[src/sv/ptw_pkg.sv]
// shared constants, codes and control structs of the page table walker
`default_nettype none
package ptw_pkg;

	localparam int TABLE_SLOTS       = 16;
	localparam int ENTRIES_PER_TABLE = 512;
	localparam int IDX_W             = $clog2(ENTRIES_PER_TABLE);
	localparam int SLOT_W            = $clog2(TABLE_SLOTS);
	localparam int ADDR_W            = SLOT_W + IDX_W;
	localparam int CNT_W             = $clog2(TABLE_SLOTS + 1);
	localparam int STORE_DEPTH       = TABLE_SLOTS * ENTRIES_PER_TABLE;
	localparam int ENTRY_W           = 64;
	localparam logic [39:0] BASE_RESET = 40'd256;

	typedef enum logic [1:0] {
		MODE_MAP   = 2'd0,
		MODE_UNMAP = 2'd1,
		MODE_SET   = 2'd2,
		MODE_CHECK = 2'd3
	} mode_t;

	typedef enum logic [3:0] {
		ST_OK           = 4'd0,
		ST_UNALIGNED_VA = 4'd1,
		ST_UNALIGNED_PA = 4'd2,
		ST_WX           = 4'd3,
		ST_MAPPED       = 4'd4,
		ST_POOL_FULL    = 4'd5,
		ST_NOT_MAPPED   = 4'd6,
		ST_RANGE        = 4'd7,
		ST_INACCESSIBLE = 4'd8
	} status_t;

	typedef enum logic [2:0] {
		S_CLEAR, S_IDLE, S_FRONT, S_RD, S_DEC, S_ALLOC, S_WRITE, S_DONE
	} state_t;

	typedef struct packed {
		logic    clr_step;
		logic    capture;
		logic    start_walk;
		logic    rd_en;
		logic    descend;
		logic    alloc;
		logic    wr_leaf;
		logic    next_page;
		logic    set_st;
		status_t st_code;
		logic    load_out;
	} ptw_cmd_t;

	typedef struct packed {
		logic       clr_last;
		mode_t      mode;
		logic       va_unal;
		logic       pa_unal;
		logic       wx;
		logic       len_zero;
		logic       range_bad;
		logic [1:0] level;
		logic       present;
		logic       decode_ok;
		logic       room;
		logic       leaf_ok;
		logic       last_page;
		logic       out_busy;
	} ptw_stat_t;

	function automatic logic [IDX_W-1:0] level_idx(input logic [35:0] pg,
		input logic [1:0] lvl);
		logic [IDX_W-1:0] r;
		case (lvl)
			2'd3: r = pg[35:27];
			2'd2: r = pg[26:18];
			2'd1: r = pg[17:9];
			default: r = pg[8:0];
		endcase
		return r;
	endfunction

endpackage
`default_nettype wire

[src/sv/ptw_ctrl.sv]
// walker controller state machine
`default_nettype none
module ptw_ctrl (
	input  wire logic               clk,
	input  wire logic               arst_n,
	input  wire logic               req_valid,
	output logic                    req_ready,
	input  wire ptw_pkg::ptw_stat_t st,
	output ptw_pkg::ptw_cmd_t       cmd,
	output ptw_pkg::state_t         state
);
	import ptw_pkg::*;

	state_t state_q, state_d;

	assign state = state_q;

	always_ff @(posedge clk or negedge arst_n) begin
		if (!arst_n) begin
			state_q <= S_CLEAR;
		end else begin
			state_q <= state_d;
		end
	end

	always_comb begin
		state_d   = state_q;
		cmd       = '0;
		cmd.st_code = ST_OK;
		req_ready = 1'b0;
		case (state_q)
			S_CLEAR: begin
				cmd.clr_step = 1'b1;
				if (st.clr_last) state_d = S_IDLE;
			end
			S_IDLE: begin
				req_ready = 1'b1;
				if (req_valid) begin
					cmd.capture = 1'b1;
					state_d = S_FRONT;
				end
			end
			S_FRONT: begin
				state_d = S_DONE;
				cmd.set_st = 1'b1;
				case (st.mode)
					MODE_MAP: begin
						if (st.va_unal) cmd.st_code = ST_UNALIGNED_VA;
						else if (st.pa_unal) cmd.st_code = ST_UNALIGNED_PA;
						else if (st.wx) cmd.st_code = ST_WX;
						else begin
							cmd.set_st = 1'b0;
							cmd.start_walk = 1'b1;
							state_d = S_RD;
						end
					end
					MODE_CHECK: begin
						if (st.len_zero) cmd.st_code = ST_OK;
						else if (st.range_bad) cmd.st_code = ST_RANGE;
						else begin
							cmd.set_st = 1'b0;
							cmd.start_walk = 1'b1;
							state_d = S_RD;
						end
					end
					default: begin
						if (st.va_unal) cmd.st_code = ST_UNALIGNED_VA;
						else begin
							cmd.set_st = 1'b0;
							cmd.start_walk = 1'b1;
							state_d = S_RD;
						end
					end
				endcase
			end
			S_RD: begin
				cmd.rd_en = 1'b1;
				state_d = S_DEC;
			end
			S_DEC: begin
				state_d = S_DONE;
				cmd.set_st = 1'b1;
				if (st.level != 2'd0) begin
					if (!st.present) begin
						case (st.mode)
							MODE_MAP: begin
								if (st.room) begin
									cmd.set_st = 1'b0;
									state_d = S_ALLOC;
								end else begin
									cmd.st_code = ST_POOL_FULL;
								end
							end
							MODE_UNMAP: cmd.st_code = ST_OK;
							MODE_SET:   cmd.st_code = ST_NOT_MAPPED;
							default:    cmd.st_code = ST_INACCESSIBLE;
						endcase
					end else if (!st.decode_ok) begin
						case (st.mode)
							MODE_UNMAP: cmd.st_code = ST_OK;
							MODE_CHECK: cmd.st_code = ST_INACCESSIBLE;
							default:    cmd.st_code = ST_NOT_MAPPED;
						endcase
					end else begin
						cmd.set_st = 1'b0;
						cmd.descend = 1'b1;
						state_d = S_RD;
					end
				end else begin
					case (st.mode)
						MODE_MAP: begin
							if (st.present) cmd.st_code = ST_MAPPED;
							else begin
								cmd.set_st = 1'b0;
								state_d = S_WRITE;
							end
						end
						MODE_UNMAP: begin
							if (st.present) begin
								cmd.set_st = 1'b0;
								state_d = S_WRITE;
							end else begin
								cmd.st_code = ST_OK;
							end
						end
						MODE_SET: begin
							if (st.present) begin
								cmd.set_st = 1'b0;
								state_d = S_WRITE;
							end else begin
								cmd.st_code = ST_NOT_MAPPED;
							end
						end
						default: begin
							if (!st.leaf_ok) cmd.st_code = ST_INACCESSIBLE;
							else if (st.last_page) cmd.st_code = ST_OK;
							else begin
								cmd.set_st = 1'b0;
								cmd.next_page = 1'b1;
								state_d = S_RD;
							end
						end
					endcase
				end
			end
			S_ALLOC: begin
				cmd.alloc = 1'b1;
				if (st.level == 2'd1) state_d = S_WRITE;
			end
			S_WRITE: begin
				cmd.wr_leaf = 1'b1;
				state_d = S_DONE;
			end
			S_DONE: begin
				if (!st.out_busy) begin
					cmd.load_out = 1'b1;
					state_d = S_IDLE;
				end
			end
			default: state_d = S_IDLE;
		endcase
	end
endmodule
`default_nettype wire

[config.mk]
export PLATFORM = sky130hd
export DESIGN_NAME = ptw_ctrl
export DESIGN_NICKNAME = d
export VERILOG_FILES = /design/src/sv/ptw_pkg.sv /design/src/sv/ptw_ctrl.sv
export SDC_FILE = /design/constraint.sdc
export NUM_CORES = 1
export LEC_CHECK = 0
export CAP_MARGIN = 20
export CELL_PAD_IN_SITES_DETAIL_PLACEMENT = 1
export CELL_PAD_IN_SITES_GLOBAL_PLACEMENT = 2
export CORE_MARGIN = 4
export CORE_UTILIZATION = 32
export CTS_BUF_LIST = sky130_fd_sc_hd__clkbuf_8
export CTS_CLUSTER_DIAMETER = 200
export DETAILED_ROUTE_END_ITERATION = 7
export DONT_BUFFER_PORTS = 1
export PLACE_DENSITY_LB_ADDON = 0.25
export SETUP_SLACK_MARGIN = 0.2
export SLEW_MARGIN = 15
export SYNTH_ARGS = -nofsm -noshare
export SYNTH_HDL_FRONTEND = slang
export SYNTH_SLANG_ARGS = --single-unit
[constraint.sdc]
create_clock -name clk -period 1.8 [get_ports clk]
set_input_delay 0.18 -clock clk [delete_from_list [all_inputs] [get_ports clk]]
set_output_delay 0.18 -clock clk [all_outputs]
set_load 0.1 [all_outputs]
==> results.json, run 1 <==
{
  "die_area_um2": 2970,
  "routed_wl_um": 5020,
  "path_depth": 5,
  "status": "finished with violations",
  "die_x_um": 54.5,
  "drt_first_pass_iters": 4,
  "cts.sinks": 3,
  "relSlewSlack_pct": 62.0,
  "grt_antenna_before_repair": 0,
  "critPathKind": "reg2out",
  "p_per_area_nw_per_um2": 1880,
  "critPathMaxFanout": 5,
  "r2r_setup_slack_ps": -60,
  "vias": 1059,
  "cts_tree": "done",
  "cpMaxStageDelayCell": "dfrtp_4",
  "cts_made_buffers": 3,
  "finalSetupViolCount": 12,
  "syn_area_per_cell_um2": 6.84,
  "switching_share_pct": 59.5,
  "drt_iter0_drc": 33,
  "r2r_end": "state[1]",
  "layout.nets": 162,
  "finalCritPeriodShare_pct": 110,
  "gr-usage-all-layers_pct": 32.7,
  "fin_hold_ws_ps": 221,
  "area_delta_synth_final_pct": 116,
  "skew_ps": 2.49,
  "grt_max_degree": 14,
  "power.internal_mw": 1.14,
  "num_io_pins": 37,
  "netSwitchingPower_mw": 1.67,
  "syn_nets": 126,
  "synth_mux_area_share_pct": 2.90,
  "timing.max_cap.violations": 0,
  "ctsHtreeMaxLevel": 1,
  "timing.final.ws_setup_ps": -188,
  "insertion_delay_ps": 240,
  "violations": "negative setup slack",
  "hold_path.class": "in2async",
  "clk_pin_slew_ps": 40,
  "yosysWarningCount": 0,
  "crit_path_end_kind": "primary output",
  "synthSimpleGateAreaFrac_pct": 40.2,
  "worst_ir_drop_vdd_uv": 1310,
  "utilization_pct": 74.6,
  "grt_pass1_wl_um": 6560,
  "final_common_cell": "buf_4",
  "fmax_ghz": 0.503,
  "hold_violations": 0,
  "r2r_cells": 6,
  "synth_top_area_share_pct": 10.9,
  "antenna_cells": 0,
  "ys_ff_latch": 3,
  "critPathLaunchType": "register",
  "crit_required_ps": 1620,
  "crit_start": "state[0]",
  "cts_buffer_depth": 2,
  "cts_root_buf": "clkbuf_8",
  "netlist_area_um2": 691,
  "vias_per_cell": 6.50,
  "clkPwrFrac_pct": 7.8,
  "globalRouteOverflowTotal": 0,
  "largest_register_ffs": 3,
  "synth_top_family_by_area": "simple AND/OR/NAND/NOR gates",
  "maxSlewViolCount": 0,
  "finalCriticalPeriod_ps": 1990,
  "critPathBufInv": 1,
  "die_y_um": 54.5,
  "synth_cells": 101,
  "r2r-start": "state[1]",
  "core_um2": 2000,
  "grt_pass1_vias": 1159,
  "layout_common_cells": "16 x buf_4, 14 x buf_12, 7 x inv_1, 7 x nand2_1",
  "yosysTopAreaCell": "dfrtp_1",
  "routedWlPerCell_um": 30.8,
  "ys_types": 36,
  "combinationalPowerShare_pct": 86.5,
  "fin_tns_setup_ps": -1260,
  "worstMarginPinSlew_ps": 567,
  "critPathCapture": "cmd[5]",
  "antenna_left": 0,
  "ys_seq_area_share_pct": 10.9,
  "gp_congestion": 0.825,
  "dp_worst_setup_slack_ps": 3.94,
  "synthAdderAreaFrac_pct": 10.9,
  "arrival_ps": 1810,
  "drive_gt1_share_pct": 55.9,
  "synth_area_leaders": "dfrtp_1 11%, ha_1 11%, a21oi_1 6.5%",
  "drc": 0,
  "leakagePower_nw": 0.595,
  "initial_utilization_pct": 34.5,
  "port_buffers": 0,
  "dp_hpwl_um": 2140,
  "synthXorXnorAreaFrac_pct": 0,
  "rows": 16,
  "p_seq_share_pct": 5.7,
  "synth-compound-area-share_pct": 27.4,
  "slowest_delay_ps": 490,
  "path_delay_family": "simple AND/OR/NAND/NOR gates",
  "crit_chain": "or3b_4, a21oi_2, nand2_1, o21ai_4, buf_12",
  "rsz0062_at_grt": "yes"
}
## layout make-up
cell class	count	area, um^2
clock buffer	3	41.3
clock inverter	1	3.75
fill	197	509
inverter	7	26.3
multi-input combinational	84	792
sequential	3	86.3
tap	27	33.8
timing repair buffer	38	509
## metal layers
| metal | global-route usage, % | vias up | share of wire (%) | routed length (um) |
|---|---|---|---|---|
| met4 | 13.3 | 0 | 4.1 | 205 |
| met1 | 37.5 | 529 | 40 | 2000 |
| met5 | 0 | - | 0 | 0 |
| met3 | 7.63 | 15 | 5.9 | 297 |
| met2 | 57.8 | 74 | 50 | 2520 |
| li1 | - | 441 | - | - |
## power groups by stage
stage               clock network, mW  registers, mW  logic (mW)
CTS                             0.197          0.153        2.21
global placement                    0          0.152        1.70
detailed placement                  0          0.157        1.73
global route                    0.229          0.166        2.48
finish                          0.219          0.161        2.42
floorplan                           0          0.393        1.13
## stage by stage
| step | instance area, um^2 | power, mW | std cells |
|---|---|---|---|
| 2_1_floorplan | 856 | 1.53 | 101 |
| 3_3_place_gp | 1160 | 1.85 | 145 |
| 3_5_place_dp | 1160 | 1.89 | 145 |
| 4_1_cts | 1440 | 2.56 | 161 |
| 5_1_grt | 1490 | 2.87 | 163 |
| 6_report | 1490 | 2.80 | 163 |
## cell families (layout without fill, tap and decap cells)
family,Yosys count,after routing
flip-flops,3,3
AND/OR/NAND/NOR,48,48
buffers and inverters,14,49
adder cells (fa/ha/maj),6,6
AO/OA/AOI/OAI,28,28
multiplexers,2,2
## worst register-to-register path, delay by kind of cell, from the launching register on
kind	cells	cell delay (ps)
DFF	1	480
buffers and inverters	3	380
AOI/OAI and AO/OA	2	500
and+or+nand+nor	1	390
## synthesized netlist by cell type (all sizes together)
library cell and n:
o31ai 4, or3 1, and3b 2, and2 1
a32oi 1, dfrtp 3, ha 6, nor4 2
nand4b 3, nand3b 2, nand2b 1, a21oi 9
nor3b 2, mux2i 2, inv 7, a2111oi 1
nor3 6, nor2 12, o21a 1, clkbuf 5
o41ai 1, a21o 1, o31a 1, or2 1
nand2 9, or3b 3, o32ai 1, a211o 1
buf 2, a211oi 2, nor4b 1, nand3 2
o21ai 5
## repair_timing
| item | in CTS | in global routing |
|---|---|---|
| gates resized for setup | 30 | 9 |
| buffers inserted | 10 | 2 |
| setup endpoints to repair | 17 | 18 |
| hold buffers | 1 | 0 |
| endpoints found under the hold margin | 3 | 0 |
| gates cloned | 1 | 0 |
| pin swaps | 7 | 4 |
## worst min path at each step
stage	slack, ps	cells past startpoint	endpoint
CTS	230	1	state[2]
global placement	-120	0	state[2]
finish	220	1	state[0]
global route	220	1	state[0]
floorplan	-120	0	state[0]
detailed placement	-120	0	state[2]
(Power assumes the default switching activity.)
==> run 2: changes to the inputs <==
--- a/config.mk
+++ b/config.mk
@@ -14,7 +14,7 @@
 export CTS_CLUSTER_DIAMETER = 200
 export DETAILED_ROUTE_END_ITERATION = 7
 export DONT_BUFFER_PORTS = 1
-export PLACE_DENSITY_LB_ADDON = 0.25
+export PLACE_DENSITY = 0.83
 export SETUP_SLACK_MARGIN = 0.2
 export SLEW_MARGIN = 15
 export SYNTH_ARGS = -nofsm -noshare
==> results.json, run 2 <==
{
  "status": "did not finish",
  "haltStage": "global routing (5_1_grt)",
  "error": "[ERROR DPL-0033] detailed placement checks failed during check placement.",
  "port_buffers": 0,
  "ys_seq_area_share_pct": 10.9,
  "die_x_um": 54.5,
  "synth_cells": 101,
  "ctsHtreeMaxLevel": 1,
  "syn_nets": 126,
  "syn_area_per_cell_um2": 6.84,
  "synth_top_area_share_pct": 10.9,
  "ys_types": 36,
  "yosysMostFrequentCell": "nor2_1",
  "dp_hpwl_um": 2180,
  "ys.flop_type": "dfrtp_1",
  "synth_area_leaders": "dfrtp_1 11%, ha_1 11%, a21oi_1 6.5%",
  "netlist_area_um2": 691,
  "grt_max_degree": 14,
  "cts_root_buf": "clkbuf_8",
  "worst_endpoint": "cmd[6]",
  "cts_buffer_depth": 2,
  "yosysTopAreaCell": "dfrtp_1",
  "grt_antenna_before_repair": 0,
  "initial_utilization_pct": 34.5,
  "yosysWarningCount": 0,
  "cts_made_buffers": 3,
  "ys_ff_latch": 3,
  "synth_commonest_cells": "12 x nor2_1, 9 x a21oi_1, 9 x nand2_1",
  "worst_endpoint_kind": "top-level output",
  "num_io_pins": 37,
  "synth_edf_count": 0,
  "cts.sinks": 3,
  "dp_worst_setup_slack_ps": -16.9,
  "rows": 16,
  "die_y_um": 54.5,
  "gp_congestion": 0.770,
  "async_flop_share_pct": 100
}
==> run 2: kinds of logic after synthesis <==
| logic type | Yosys count | share of synthesized area (%) |
|---|---|---|
| and+or+nand+nor | 48 | 40.2 |
| AOI/OAI and AO/OA | 28 | 27.4 |
| buffers and inverters | 14 | 7.79 |
| adders and majority gates | 6 | 10.9 |
| DFF | 3 | 10.9 |
| muxes | 2 | 2.90 |
==> run 2: stage by stage <==
stage / area [um^2] / cells
4_1_cts: 1450 / 162
3_5_place_dp: 1190 / 149
2_1_floorplan: 856 / 101
3_3_place_gp: 1190 / 149
==> run 2: repair_timing <==
item | CTS
setup endpoints to repair | 18
setup buffers | 7
resized for setup | 30
cloned | 1
pin swaps | 9
hold buffers | 1
endpoints found under the hold margin | 3
==> run 3: changes to the inputs <==
==> config.mk (replaced) <==
export PLATFORM = sky130hd
export DESIGN_NAME = ptw_ctrl
export DESIGN_NICKNAME = d
export VERILOG_FILES = /design/src/sv/ptw_pkg.sv /design/src/sv/ptw_ctrl.sv
export SDC_FILE = /design/constraint.sdc
export NUM_CORES = 1
export LEC_CHECK = 0
export CAP_MARGIN = 20
export CORE_AREA = 4 4 65 67
export DETAILED_ROUTE_END_ITERATION = 7
export DIE_AREA = 0 0 69 71
export DONT_BUFFER_PORTS = 1
export PLACE_DENSITY_LB_ADDON = 0.15
export SLEW_MARGIN = 15
export SYNTH_ARGS = -nofsm -noshare
export SYNTH_HDL_FRONTEND = slang
export SYNTH_SLANG_ARGS = --single-unit
==> results.json, run 3 (synthesis results as in run 1) <==
{
  "port_buffers": 0,
  "grt_max_degree": 14,
  "cts_buffer_depth": 2,
  "status": "finished with violations",
  "leakagePower_nw": 0.552,
  "finalCriticalPeriod_ps": 1940,
  "cpMaxStageDelayCell": "dfrtp_4",
  "drt_iter0_drc": 29,
  "routed_wl_um": 2580,
  "hold_path.class": "in2reg",
  "dp_hpwl_um": 2070,
  "drive_gt1_share_pct": 50.4,
  "grt_pass1_wl_um": 4280,
  "dp.cells": 170,
  "critPathBufInv": 2,
  "drc": 0,
  "antenna_cells": 0,
  "core_um2": 3630,
  "worst_ir_drop_vdd_uv": 991,
  "gp_congestion": 0.783,
  "cts_made_buffers": 3,
  "clk_pin_slew_ps": 30,
  "timing.max_cap.violations": 0,
  "die_area_um2": 4900,
  "globalRouteOverflowTotal": 0,
  "critPathKind": "reg2out",
  "worstMarginPinSlew_ps": 494,
  "critPathLaunchType": "register",
  "ctsHtreeMaxLevel": 1,
  "vias_per_cell": 4.73,
  "crit_chain": "or3b_4, buf_6, o41ai_4, buf_12",
  "fin_tns_setup_ps": -385,
  "maxSlewViolCount": 0,
  "arrival_ps": 1760,
  "rows": 22,
  "crit_required_ps": 1620,
  "largest_register_ffs": 3,
  "cts_root_buf": "clkbuf_8",
  "vias": 846,
  "gr-usage-all-layers_pct": 10.6,
  "die_y_um": 71,
  "relSlewSlack_pct": 67.0,
  "fmax_ghz": 0.516,
  "grt_pass1_vias": 896,
  "initial_utilization_pct": 19.0,
  "dp_worst_setup_slack_ps": 25.8,
  "final_common_cell": "buf_12",
  "power_mw": 2.35,
  "layout.nets": 157,
  "layout_common_cells": "14 x buf_12, 13 x buf_4, 8 x nand2_1",
  "violations": "negative setup slack",
  "critPathMaxFanout": 4,
  "rsz0062_at_grt": "yes",
  "layoutNonFillerInstCount": 179,
  "die_x_um": 69,
  "area_delta_synth_final_pct": 105,
  "finalCritPeriodShare_pct": 108,
  "skew_ps": 2.97,
  "crit_path_end_kind": "primary output",
  "drt_first_pass_iters": 3,
  "p_per_area_nw_per_um2": 1660,
  "num_io_pins": 37,
  "cts_tree": "done",
  "finalSetupViolCount": 5,
  "timing.final.ws_setup_ps": -139,
  "grt_antenna_before_repair": 0,
  "antenna_left": 0,
  "routedWlPerCell_um": 14.4,
  "slowest_delay_ps": 470,
  "hold_violations": 0,
  "insertion_delay_ps": 220,
  "fin_hold_ws_ps": 186,
  "path_delay_family": "flip-flops",
  "cts.sinks": 3
}
[run 3: power by group]
part	switching [mW]	internal [mW]
combinational	1.29	0.702
sequential	0.0334	0.123
clock	0.0473	0.151
total	1.38	0.977
[run 3: final timing paths]
| check | from | endpoint | slack, ps | cells past startpoint |
|---|---|---|---|---|
| max | state[1] | cmd[1] | -140 | 4 |
| min | st[0] | state[1] | 190 | 4 |
| max reg2reg | state[1] | state[0] | 110 | 6 |
| min reg2reg | state[0] | state[0] | 670 | 2 |
| max in group asynchronous | arst_n | state[2] | 1400 | 1 |
| min in group asynchronous | arst_n | state[1] | 220 | 1 |
[run 3: per-layer routing]
metal  vias to the layer above  part of all wire [%]  global-route usage [%]
met3                         4                   5.2                    1.99
li1                        428                     -                       -
met4                         0                   1.6                    5.21
met1                       390                    46                    14.0
met2                        24                    47                    16.4
met5                         -                     0                       0
[run 3: tightest hold or removal path: stages]
cell and delay, ps:
nand2_1 30, nand2_1 60, nand2_1 50, o31ai_1 50
[run 3: final cells by class]
class                   instances  area, um^2
flip-flops and latches          3        86.3
inverters                       7        26.3
repair buffers                 33         455
fillers                       376        2220
multi-input cells              84         741
well taps                      48        60.1
clock buffers                   4        45.0
[run 3: repair_timing]
action                                  CTS  global route
gates resized for setup                  17             5
endpoints found under the hold margin     3             0
setup buffers                             3             1
endpoints found under the setup margin   10            10
hold buffers                              1             0
pin swaps                                 5             1
[run 3: through the flow]
step	utilization, %	cell area, um^2
after floorplan	-	846
after global placement	34.2	1240
after detailed placement	34.2	1240
after CTS	38.2	1390
after global routing	38.9	1410
final	38.9	1410
